--- src/rtl/core/afcadpcm_pkg.sv ---
// ----------------------------------------------------------------------------
// afcadpcm_pkg
// Shared types, constants and arithmetic for the block ADPCM decoder:
// per-channel state record, control and status bundles, sequencer states,
// the Q11 predictor coefficient table and the saturating sample function.
// ----------------------------------------------------------------------------
package afcadpcm_pkg;

   localparam int DEFAULT_MAX_CHANNELS = 8;
   localparam logic [3:0] GROUP_DATA_BYTES = 4'd8;
   localparam logic [3:0] PHASE_HEADER = 4'd0;
   localparam logic [3:0] PHASE_FIRST_DATA = 4'd1;
   localparam int COEF_FRAC_BITS = 11;

   localparam logic signed [15:0] SAMPLE_MAX = 16'sh7FFF;
   localparam logic signed [15:0] SAMPLE_MIN = -16'sh8000;

   // predictor taps, Q11, indexed by filter row
   localparam logic signed [13:0] COEF0 [16] = '{
      14'sd0,     14'sd2048,  14'sd0,     14'sd1024,
      14'sd4096,  14'sd3584,  14'sd3072,  14'sd4608,
      14'sd4200,  14'sd4800,  14'sd5120,  14'sd2048,
      14'sd1024,  -14'sd1024, -14'sd1024, -14'sd2048
   };
   localparam logic signed [13:0] COEF1 [16] = '{
      14'sd0,     14'sd0,     14'sd2048,  14'sd1024,
      -14'sd2048, -14'sd1536, -14'sd1024, -14'sd2560,
      -14'sd2248, -14'sd2300, -14'sd3072, -14'sd2048,
      -14'sd1024, 14'sd1024,  14'sd0,     14'sd0
   };

   // decoder state held per channel
   typedef struct packed {
      logic [3:0]        shift;
      logic [3:0]        row;
      logic signed [15:0] prev;
      logic signed [15:0] prev2;
      logic [3:0]        phase;
   } chan_state_type;

   // sequencer states
   typedef enum logic [2:0] {
      ST_IDLE,
      ST_READ,
      ST_MUL1,
      ST_SUM1,
      ST_MUL2,
      ST_SUM2
   } fsm_state_type;

   // sequencer to datapath
   typedef struct packed {
      logic capture;
      logic mul1;
      logic sum1;
      logic mul2;
      logic emit;
      logic wr_hdr;
   } ctrl_type;

   // datapath to sequencer
   typedef struct packed {
      logic is_header;
      logic out_free;
   } stat_type;

   // prediction plus scaled code, floor shift, saturated to 16 bits
   function automatic logic signed [15:0] pred_sat(
      input logic signed [31:0] acc,
      input logic [3:0]         code,
      input logic [3:0]         shift
   );
      logic signed [20:0] pred;
      logic signed [19:0] term;
      logic signed [21:0] total;
      pred  = 21'(acc >>> COEF_FRAC_BITS);
      term  = {{16{code[3]}}, code};
      term  = term <<< shift;
      total = 22'(pred) + 22'(term);
      if (total > 22'(SAMPLE_MAX)) begin
         return SAMPLE_MAX;
      end else if (total < 22'(SAMPLE_MIN)) begin
         return SAMPLE_MIN;
      end
      return total[15:0];
   endfunction

endpackage

--- src/rtl/core/afc_adpcm_block_decoder_top.sv ---
// ----------------------------------------------------------------------------
// afc_adpcm_block_decoder_top
// Multi-channel 4-bit ADPCM decoder: one tagged stream byte per item, two
// saturated 16-bit samples per data byte, nine-byte groups per channel.
// ----------------------------------------------------------------------------
// Each channel's state (shift, filter row, two history samples, group
// position) lives in one state memory with a registered read.
// The block takes one item at a time: a header byte passes through accept,
// state read and write-back, and a data byte through accept, state read,
// two multiply and sum-saturate passes (the second depending on the first
// sample), then write-back. The result register lets
// the next item be taken while a result still waits; the block holds only
// when a second result is ready and the first has not been taken. Items
// for a channel at or above MAX_CHANNELS are taken and dropped. After reset
// all channels start at zero state, expecting a header, with no clearing
// pass.
// ----------------------------------------------------------------------------
module afc_adpcm_block_decoder_top
   import afcadpcm_pkg::*;
#(
   parameter int MAX_CHANNELS = DEFAULT_MAX_CHANNELS
) (
   input  logic               clock,
   input  logic               reset,
   input  logic               req_valid,
   output logic               req_stall,
   input  logic [2:0]         req_channel,
   input  logic [7:0]         req_data_byte,
   output logic               rsp_valid,
   input  logic               rsp_stall,
   output logic [2:0]         rsp_out_channel,
   output logic signed [15:0] rsp_sample_first,
   output logic signed [15:0] rsp_sample_second
);

   localparam int IDX_W = (MAX_CHANNELS > 1) ? $clog2(MAX_CHANNELS) : 1;

   ctrl_type         ctl;
   stat_type         stat;
   chan_state_type   rd_state;
   chan_state_type   wr_state;
   logic             rd_en;
   logic             wr_en;
   logic             chan_ok;
   logic [2:0]       chan;
   logic [IDX_W+2:0] rd_wide;
   logic [IDX_W+2:0] wr_wide;

   // channel number to memory index
   assign chan_ok = ({29'd0, req_channel} < 32'(MAX_CHANNELS));
   assign rd_wide = {IDX_W'(0), req_channel};
   assign wr_wide = {IDX_W'(0), chan};

   afcadpcm_ctrl u_ctrl (
      .clock     (clock),
      .reset     (reset),
      .req_valid (req_valid),
      .req_stall (req_stall),
      .chan_ok   (chan_ok),
      .stat      (stat),
      .ctl       (ctl),
      .rd_en     (rd_en),
      .wr_en     (wr_en)
   );

   afcadpcm_state_mem #(
      .MAX_CHANNELS (MAX_CHANNELS),
      .IDX_W        (IDX_W)
   ) u_state_mem (
      .clock   (clock),
      .reset   (reset),
      .rd_en   (rd_en),
      .rd_addr (rd_wide[IDX_W-1:0]),
      .rd_data (rd_state),
      .wr_en   (wr_en),
      .wr_addr (wr_wide[IDX_W-1:0]),
      .wr_data (wr_state)
   );

   afcadpcm_datapath u_datapath (
      .clock             (clock),
      .reset             (reset),
      .ctl               (ctl),
      .stat              (stat),
      .req_channel       (req_channel),
      .req_data_byte     (req_data_byte),
      .rd_state          (rd_state),
      .wr_state          (wr_state),
      .chan              (chan),
      .rsp_stall         (rsp_stall),
      .rsp_valid         (rsp_valid),
      .rsp_out_channel   (rsp_out_channel),
      .rsp_sample_first  (rsp_sample_first),
      .rsp_sample_second (rsp_sample_second)
   );

endmodule

--- src/rtl/core/afcadpcm_state_mem.sv ---
// ----------------------------------------------------------------------------
// afcadpcm_state_mem
// Per-channel decoder state memory: one write port, one registered read
// port, and a valid bit per entry so that unwritten entries read as zero.
// ----------------------------------------------------------------------------
module afcadpcm_state_mem
   import afcadpcm_pkg::*;
#(
   parameter int MAX_CHANNELS = DEFAULT_MAX_CHANNELS,
   parameter int IDX_W = (MAX_CHANNELS > 1) ? $clog2(MAX_CHANNELS) : 1
) (
   input  logic             clock,
   input  logic             reset,
   input  logic             rd_en,
   input  logic [IDX_W-1:0] rd_addr,
   output chan_state_type   rd_data,
   input  logic             wr_en,
   input  logic [IDX_W-1:0] wr_addr,
   input  chan_state_type   wr_data
);

   chan_state_type          mem [MAX_CHANNELS];
   chan_state_type          rd_data_ff;
   logic                    rd_valid_ff;
   logic [MAX_CHANNELS-1:0] valid_ff;

   // storage array and registered read
   always_ff @(posedge clock) begin
      if (wr_en) begin
         mem[wr_addr] <= wr_data;
      end
      if (rd_en) begin
         rd_data_ff <= mem[rd_addr];
      end
   end

   // written marks, cleared together at reset
   always_ff @(posedge clock) begin
      if (reset) begin
         valid_ff    <= '0;
         rd_valid_ff <= 1'b0;
      end else begin
         if (wr_en) begin
            valid_ff[wr_addr] <= 1'b1;
         end
         if (rd_en) begin
            rd_valid_ff <= valid_ff[rd_addr];
         end
      end
   end

   // an entry never written reads as the reset state
   assign rd_data = rd_valid_ff ? rd_data_ff : '0;

endmodule

--- src/rtl/core/afcadpcm_datapath.sv ---
// ----------------------------------------------------------------------------
// afcadpcm_datapath
// Item capture, the two-pass predictor (multiply stage, then sum and
// saturate), state update for write-back and the result register.
// ----------------------------------------------------------------------------
module afcadpcm_datapath
   import afcadpcm_pkg::*;
(
   input  logic                clock,
   input  logic                reset,
   input  ctrl_type            ctl,
   output stat_type            stat,
   input  logic [2:0]          req_channel,
   input  logic [7:0]          req_data_byte,
   input  chan_state_type      rd_state,
   output chan_state_type      wr_state,
   output logic [2:0]          chan,
   input  logic                rsp_stall,
   output logic                rsp_valid,
   output logic [2:0]          rsp_out_channel,
   output logic signed [15:0]  rsp_sample_first,
   output logic signed [15:0]  rsp_sample_second
);

   logic [2:0]         chan_ff;
   logic [7:0]         byte_ff;
   logic signed [29:0] p0_ff;
   logic signed [29:0] p1_ff;
   logic signed [29:0] q1_ff;
   logic signed [29:0] p2_ff;
   logic signed [15:0] s1_ff;
   logic signed [15:0] s2;
   logic signed [13:0] c0;
   logic signed [13:0] c1;
   logic [3:0]         phase_next;
   logic               rsp_valid_ff;
   logic [2:0]         rsp_chan_ff;
   logic signed [15:0] rsp_s1_ff;
   logic signed [15:0] rsp_s2_ff;

   // coefficients of the channel's current filter row
   assign c0 = COEF0[rd_state.row];
   assign c1 = COEF1[rd_state.row];

   // hold the item for the whole decode
   always_ff @(posedge clock) begin
      if (ctl.capture) begin
         chan_ff <= req_channel;
         byte_ff <= req_data_byte;
      end
   end

   // multiply stages: both taps for the first sample, the older tap of the
   // second sample in parallel, then the newer tap once the first is known
   always_ff @(posedge clock) begin
      if (ctl.mul1) begin
         p0_ff <= 30'(rd_state.prev) * 30'(c0);
         p1_ff <= 30'(rd_state.prev2) * 30'(c1);
         q1_ff <= 30'(rd_state.prev) * 30'(c1);
      end
      if (ctl.sum1) begin
         s1_ff <= pred_sat(32'(p0_ff) + 32'(p1_ff), byte_ff[7:4], rd_state.shift);
      end
      if (ctl.mul2) begin
         p2_ff <= 30'(s1_ff) * 30'(c0);
      end
   end

   // second sample, finished in the cycle it is written back
   assign s2 = pred_sat(32'(p2_ff) + 32'(q1_ff), byte_ff[3:0], rd_state.shift);

   // group position after a data byte
   assign phase_next = (rd_state.phase >= GROUP_DATA_BYTES) ? PHASE_HEADER
                                                           : rd_state.phase + 4'd1;

   // new channel state for write-back
   always_comb begin
      wr_state = rd_state;
      if (ctl.wr_hdr) begin
         wr_state.shift = byte_ff[7:4];
         wr_state.row   = byte_ff[3:0];
         wr_state.phase = PHASE_FIRST_DATA;
      end else begin
         wr_state.prev  = s2;
         wr_state.prev2 = s1_ff;
         wr_state.phase = phase_next;
      end
   end

   // result register
   always_ff @(posedge clock) begin
      if (reset) begin
         rsp_valid_ff <= 1'b0;
      end else if (ctl.emit) begin
         rsp_valid_ff <= 1'b1;
      end else if (!rsp_stall) begin
         rsp_valid_ff <= 1'b0;
      end
   end

   always_ff @(posedge clock) begin
      if (ctl.emit) begin
         rsp_chan_ff <= chan_ff;
         rsp_s1_ff   <= s1_ff;
         rsp_s2_ff   <= s2;
      end
   end

   // status back to the sequencer
   assign stat.is_header = (rd_state.phase == PHASE_HEADER) ||
                           (rd_state.phase > GROUP_DATA_BYTES);
   assign stat.out_free  = !rsp_valid_ff || !rsp_stall;

   assign chan              = chan_ff;
   assign rsp_valid         = rsp_valid_ff;
   assign rsp_out_channel   = rsp_chan_ff;
   assign rsp_sample_first  = rsp_s1_ff;
   assign rsp_sample_second = rsp_s2_ff;

endmodule

--- src/rtl/core/afcadpcm_ctrl.sv ---
// ----------------------------------------------------------------------------
// afcadpcm_ctrl
// Sequencer: accepts one item, reads the channel state, runs the two
// predictor passes for a data byte and writes the state back.
// ----------------------------------------------------------------------------
module afcadpcm_ctrl
   import afcadpcm_pkg::*;
(
   input  logic     clock,
   input  logic     reset,
   input  logic     req_valid,
   output logic     req_stall,
   input  logic     chan_ok,
   input  stat_type stat,
   output ctrl_type ctl,
   output logic     rd_en,
   output logic     wr_en
);

   fsm_state_type state_ff;
   fsm_state_type state_in;
   logic          accept;

   assign accept = req_valid && !req_stall;

   always_ff @(posedge clock) begin
      if (reset) begin
         state_ff <= ST_IDLE;
      end else begin
         state_ff <= state_in;
      end
   end

   // next state
   always_comb begin
      state_in = state_ff;
      case (state_ff)
         ST_IDLE: begin
            if (accept && chan_ok) begin
               state_in = ST_READ;
            end
         end
         ST_READ: begin
            state_in = stat.is_header ? ST_IDLE : ST_MUL1;
         end
         ST_MUL1: state_in = ST_SUM1;
         ST_SUM1: state_in = ST_MUL2;
         ST_MUL2: state_in = ST_SUM2;
         ST_SUM2: begin
            if (stat.out_free) begin
               state_in = ST_IDLE;
            end
         end
         default: state_in = ST_IDLE;
      endcase
   end

   // outputs
   always_comb begin
      req_stall   = (state_ff != ST_IDLE);
      ctl.capture = (state_ff == ST_IDLE) && req_valid;
      ctl.mul1    = (state_ff == ST_MUL1);
      ctl.sum1    = (state_ff == ST_SUM1);
      ctl.mul2    = (state_ff == ST_MUL2);
      ctl.emit    = (state_ff == ST_SUM2) && stat.out_free;
      ctl.wr_hdr  = (state_ff == ST_READ) && stat.is_header;
      rd_en       = accept && chan_ok;
      wr_en       = ctl.wr_hdr || ctl.emit;
   end

endmodule
--- config.mk ---
export PLATFORM = sky130hd
export DESIGN_NAME = afc_adpcm_block_decoder_top
export DESIGN_NICKNAME = d
export VERILOG_FILES = /design/src/rtl/core/afcadpcm_pkg.sv /design/src/rtl/core/afc_adpcm_block_decoder_top.sv /design/src/rtl/core/afcadpcm_state_mem.sv /design/src/rtl/core/afcadpcm_datapath.sv /design/src/rtl/core/afcadpcm_ctrl.sv
export SDC_FILE = /design/constraint.sdc
export NUM_CORES = 2
export LEC_CHECK = 0
export ABC_CLOCK_PERIOD_IN_PS = 12500
export BUFFER_PORTS_ARGS = -buffer_cell sky130_fd_sc_hd__buf_2
export CAP_MARGIN = 40
export CORE_UTILIZATION = 30
export CTS_CLUSTER_DIAMETER = 80
export CTS_CLUSTER_SIZE = 28
export DETAILED_ROUTE_END_ITERATION = 8
export GPL_TIMING_DRIVEN = 0
export PLACE_DENSITY = 0.44
export REMOVE_ABC_BUFFERS = 1
export SLEW_MARGIN = 0
export SYNTH_ARGS = -nofsm -noshare
export SYNTH_HDL_FRONTEND = slang
export SYNTH_HIERARCHICAL = 1
export SYNTH_SLANG_ARGS = --single-unit
--- constraint.sdc ---
create_clock -name clock -period 12.5 [get_ports clock]
set_input_delay 2.5 -clock clock [delete_from_list [all_inputs] [get_ports clock]]
set_output_delay 2.5 -clock clock [all_outputs]
set_load 0.02 [all_outputs]
After elaboration in Yosys (flattened, before gate mapping):

Memories as Yosys holds them, arrays and structs flattened. A register that Yosys moved wholly into a read port is not among the register bits.
Cells that the tools add are included.

* flip-flop bits (word level): 195
* memory bits (writable): 352
* ROM bits: 448
* bits of input ports: 15
* logic and storage cells: 95
* memories kept: 3

* $add $sub $neg: 5
* multipliers: 4
* order comparisons: 10
* equal/unequal tests: 8
* shift operators: 2
* mux-type cells: 32
* bitwise gates (word level): 2
* reductions and logical operators: 15

Memory list
* u_state_mem.mem: words 8, bits a word 44, read ports 1, clocked after memory_dff 1, write ports 1, line afcadpcm_state_mem.sv:22 `chan_state_type mem [MAX_CHANNELS];`
* (no name shown): words 16, bits a word 14, read ports 1, clocked after memory_dff 0, write ports 0, line afcadpcm_datapath.sv:42 `assign c0 = COEF0[rd_state.row];`
* (no name shown): words 16, bits a word 14, read ports 1, clocked after memory_dff 0, write ports 0, line afcadpcm_datapath.sv:43 `assign c1 = COEF1[rd_state.row];`

Operators by type and width (number)
* multiplier 16 x 14 -> 30 bit: 4
* two-way mux 16 bit: 6
* adder 30 x 30 -> 31 bit: 2
* two-way mux 14 bit: 4
* greater-than comparator 22 x 16 -> 1 bit, second input constant: 2
* less-than comparator 22 x 16 -> 1 bit, second input constant: 2
* two-way mux 44 bit: 1
* adder 20 x 20 -> 21 bit: 2
* <<< shifter 4 x 4 -> 20 bit: 2
* two-way mux 32 bit: 1
* case mux 3 bit (6 select lines): 1
* two-way mux 1 bit: 11
* less-than comparator 3 x 4 -> 1 bit, second input constant: 2
* two-way mux 4 bit: 2
* two-way mux 8 bit: 1
* bitwise OR 8 bit: 1
* equality test 3 x 2 -> 1 bit, second input constant: 2
* equality test 3 bit, second input constant: 2
* two-way mux 3 bit: 2
* >= comparator 5 bit, second input constant: 1
* logical AND 1 bit: 5
* inverter 4 -> 5 bit: 1
* adder 4 x 1 -> 4 bit, second input constant: 1
* >= comparator 4 bit, second input constant: 1
* other kinds (14): 19

Logic depth before layout (Yosys ltp):

* word-level depth: 8
* gate-level depth with buffers: 34
* mapped depth without buffers: 30

By module:

The synthesis kept the hierarchy.

Modules (own cells, without submodules)
* afcadpcm_datapath: times used 1, cells each 3452, area each 33641.0 um2, seq. area each 5124.9 um2
* afcadpcm_state_mem: times used 1, cells each 641, area each 15230.9 um2, seq. area each 12071.6 um2
* afcadpcm_ctrl: times used 1, cells each 27, area each 198.9 um2, seq. area each 60.1 um2
* afc_adpcm_block_decoder_top: times used 1, cells each 1, area each 3.8 um2, seq. area each 0.0 um2

Worst setup path before layout:

Ideal clock, no wire load.

* path kind: in2reg
* from: in rsp_stall
* to: mem u_state_mem/mem[0][0] (netlist bit) (enable)
* setup time: 574 ps
* arrival time: 9177 ps
* data required time: 11926 ps
* slack: 2750 ps
* cell stages on the path: 5
* path through: nand2_1 -> nand2_1 -> nor2_1 -> or2_1 -> nor4b_1

RTL lines
* start: declaration: line afc_adpcm_block_decoder_top.sv:30 `input logic rsp_stall,`
* end: declaration: line afcadpcm_state_mem.sv:22

==> results_dict.tcl <==
set metrics [dict create \
    ys_ff_latch 579 \
    area_delta_synth_final_pct 11.23 \
    cp-start-kind "flip-flop" \
    skew_ps 85.45 \
    slowest_stage "ha_2" \
    hp-class "reg2reg" \
    cts_tree "built" \
    vias 30090 \
    post-route-period-util 0.8411 \
    synth.top_cell.area_share 0.3463 \
    fmax_ghz 0.09512 \
    crit_required_ps 12830 \
    final_nets 5213 \
    critical_path_class "reg2reg" \
    finalWeightedCongestion 0.8155 \
    clk_path_buf_depth 3 \
    dp_hpwl_um 99950 \
    via_per_inst 4.706 \
    slew_violations 0 \
    wl_per_cell_um 20.11 \
    timing.final.ws_setup_ps 1987 \
    slew-limit-headroom 0.3339 \
    rows 148 \
    netlist_area_um2 49070 \
    grt_start_max_net_pins 67 \
    crit_fanout 28 \
    synth-edff-count 566 \
    yosysWarnings 6 \
    io_buffers 51 \
    avgSynthCellArea_um2 11.91 \
    finalWirelength_um 128600 \
    grt_use_total 0.1598 \
    hold_violations 0 \
    grt.overflow.total 0 \
    start_util 0.3018 \
    clk_pin_slew_ps 100 \
    worstSetupStartpoint "u_state_mem/rd_valid_ff$_SDFFE_PP0P_" \
    cpPeakStageDelay_ps 680 \
    cts_inserted_buffers 41 \
    die_area_um2 165200 \
    end_kind "flip-flop" \
    r2r-start "u_state_mem/rd_valid_ff$_SDFFE_PP0P_" \
    coreArea_um2 162600 \
    first_pass_iters 7 \
    holdCritStartpoint "u_state_mem/valid_ff[6]$_SDFFE_PP0P_" \
    drtIter0Drc 2013 \
    grt_first_pass_wirelength_um 198500 \
    post_cts_resized 0 \
    rr_worst_depth 32 \
    whs_ps 474.4 \
    drive_above_1_share 0.1095 \
    clock_latency_ps 670 \
    setup_viol 0 \
    period_minus_slack_ps 10510 \
    num_io_pins 52 \
    drtAntennaViolNets 0 \
    status "finished, final reports clean" \
    whs_path_depth 2 \
    finalPower_mw 4.578 \
    grt_pass1_vias 32070 \
    place_ws_ps 1836 \
    drv_cap 0 \
    power_density_nw_per_um2 83.87 \
    yosysMostFrequentCell "inv_1" \
    synthArstFlopShare 0 \
    synth_cell_types 89 \
    drc_errors 0 \
    worst_pin_slew_ps 999.2 \
    synth_top_cell_by_area "edfxtp_1" \
    synth_commonest_cells "668 x inv_1, 566 x edfxtp_1, 516 x fa_1" \
    cts_setup_buffers 0 \
    chipWidth_um 406.5 \
    antenna_found_initial 14 \
    p_leak_nw 23.94 \
    ys_seq_area_frac 0.3516 \
    synth_cells 4121 \
    synth_area_leaders "edfxtp_1 35%, fa_1 21%, ha_1 13%, inv_1 5.1%, mux4_2 4.2%" \
    arrival_ps 10840 \
    cts_root_buffer "clkbuf_16" \
    fp.dieH_um 406.5 \
    rsz0062_at_grt "false" \
    yosys_most_used_dff "edfxtp_1" \
    cts_num_sinks 579 \
    peakVddDrop_uv 100.9 \
    cp_common_cell "fa_1" \
    postCtsHoldBufs 0 \
    htree_num_levels 2 \
]
report_power, final:
part	internal, mW	switching [mW]	leakage [nW]	total [mW]
registers	2.19	0.0161	5.24	2.21
logic	0.310	0.513	18.0	0.823
clock network	0.743	0.801	0.728	1.54
total	3.25	1.33	23.9	4.58
sequential cells by signal, summed over array words and instances, names as in the netlist, 16 cells and up:
signal,flops
u_datapath/p0_ff,27
u_datapath/q1_ff,27
u_datapath/s1_ff,16
u_datapath/rsp_sample_second,16
u_state_mem/rd_data_ff,44
u_datapath/p1_ff,27
u_state_mem/mem,352
u_datapath/p2_ff,27
u_datapath/rsp_sample_first,16
area by class of cell:
type,count,area [um2]
fillers,16440,108000
inverters,669,2511
diodes,1,2.502
well taps,2175,2721
flip-flops and latches,579,17260
multi-input cells,2748,28930
clock buffers,42,1051
clock inverters,33,461.7
repair buffers,147,1657
kinds of logic (layout without fill, tap and decap cells):
| group | Yosys count | in the layout | share of synthesized area |
|---|---|---|---|
| AO/OA/AOI/OAI | 448 | 448 | 0.05938 |
| multiplexers | 172 | 172 | 0.06002 |
| AND/OR/NAND/NOR | 944 | 944 | 0.09890 |
| other | 1 | 2 | 0.00007641 |
| flip-flops | 579 | 579 | 0.3516 |
| adder cells (fa/ha/maj) | 1012 | 1012 | 0.3370 |
| XOR/XNOR | 171 | 171 | 0.03052 |
| buffers and inverters | 794 | 891 | 0.06252 |
stage by stage:
stage	std cells	cell area (um2)	TNS [ps]	util
2_1_floorplan	3996	48520	0	-
3_3_place_gp	6222	51490	-1146730	0.3167
3_5_place_dp	6315	53050	0	0.3263
4_1_cts	6390	54560	0	0.3356
5_1_grt	6393	54580	0	0.3357
6_report	6394	54590	0	0.3357
worst max-delay path, delay by kind of cell (launching register included):
family | cells | cell delay [ps]
AND/OR/NAND/NOR | 6 | 1770
flip-flops | 1 | 500
adder cells (fa/ha/maj) | 8 | 3650
buffers and inverters | 11 | 2400
AO/OA/AOI/OAI | 6 | 1330
XOR/XNOR | 1 | 440
metal layers:
metal,wire [um],part of all wire,track usage,up-vias
li1,-,-,-,14110
met1,59890,0.47,0.2224,15400
met2,61640,0.48,0.2684,474
met3,4529,0.035,0.01588,100
met4,2508,0.020,0.03463,0
met5,0,0,0,-
placed cells by master, fill, tap and decap left out, types with 17 or more instances in the layout:
master     netlist  final
nand2_1        211    210
or2_2           26     26
xnor2_1        126    126
edfxtp_1       566    566
buf_4            1     29
xor2_1          45     45
and3_1         102    102
clkbuf_16        0     42
buf_2            7     53
fa_1           516    516
o21ai_0         77     74
nor2_1         201    195
o21a_1          34     34
nand2b_1        18     17
buf_16           0     21
buf_6           10     24
mux4_2          91     91
nor3_1          43     42
nor2b_1         20     19
a21oi_1        129    129
and2_1         234    233
o21ai_1         18     17
inv_1          668    666
a31oi_1         21     21
mux2_2          68     68
a21o_1          41     41
nand3_1         33     33
ha_1           496    494
worst paths after layout:
check,endpoint,slack [ps]
setup reg to reg,u_datapath/q1_ff[28]$_DFFE_PP_,1990
setup / recovery,u_datapath/q1_ff[28]$_DFFE_PP_,1990
hold / removal,u_state_mem/valid_ff[6]$_SDFFE_PP0P_,470
hold reg to reg,u_state_mem/valid_ff[6]$_SDFFE_PP0P_,470
Power figures use the tool's default switching activity.
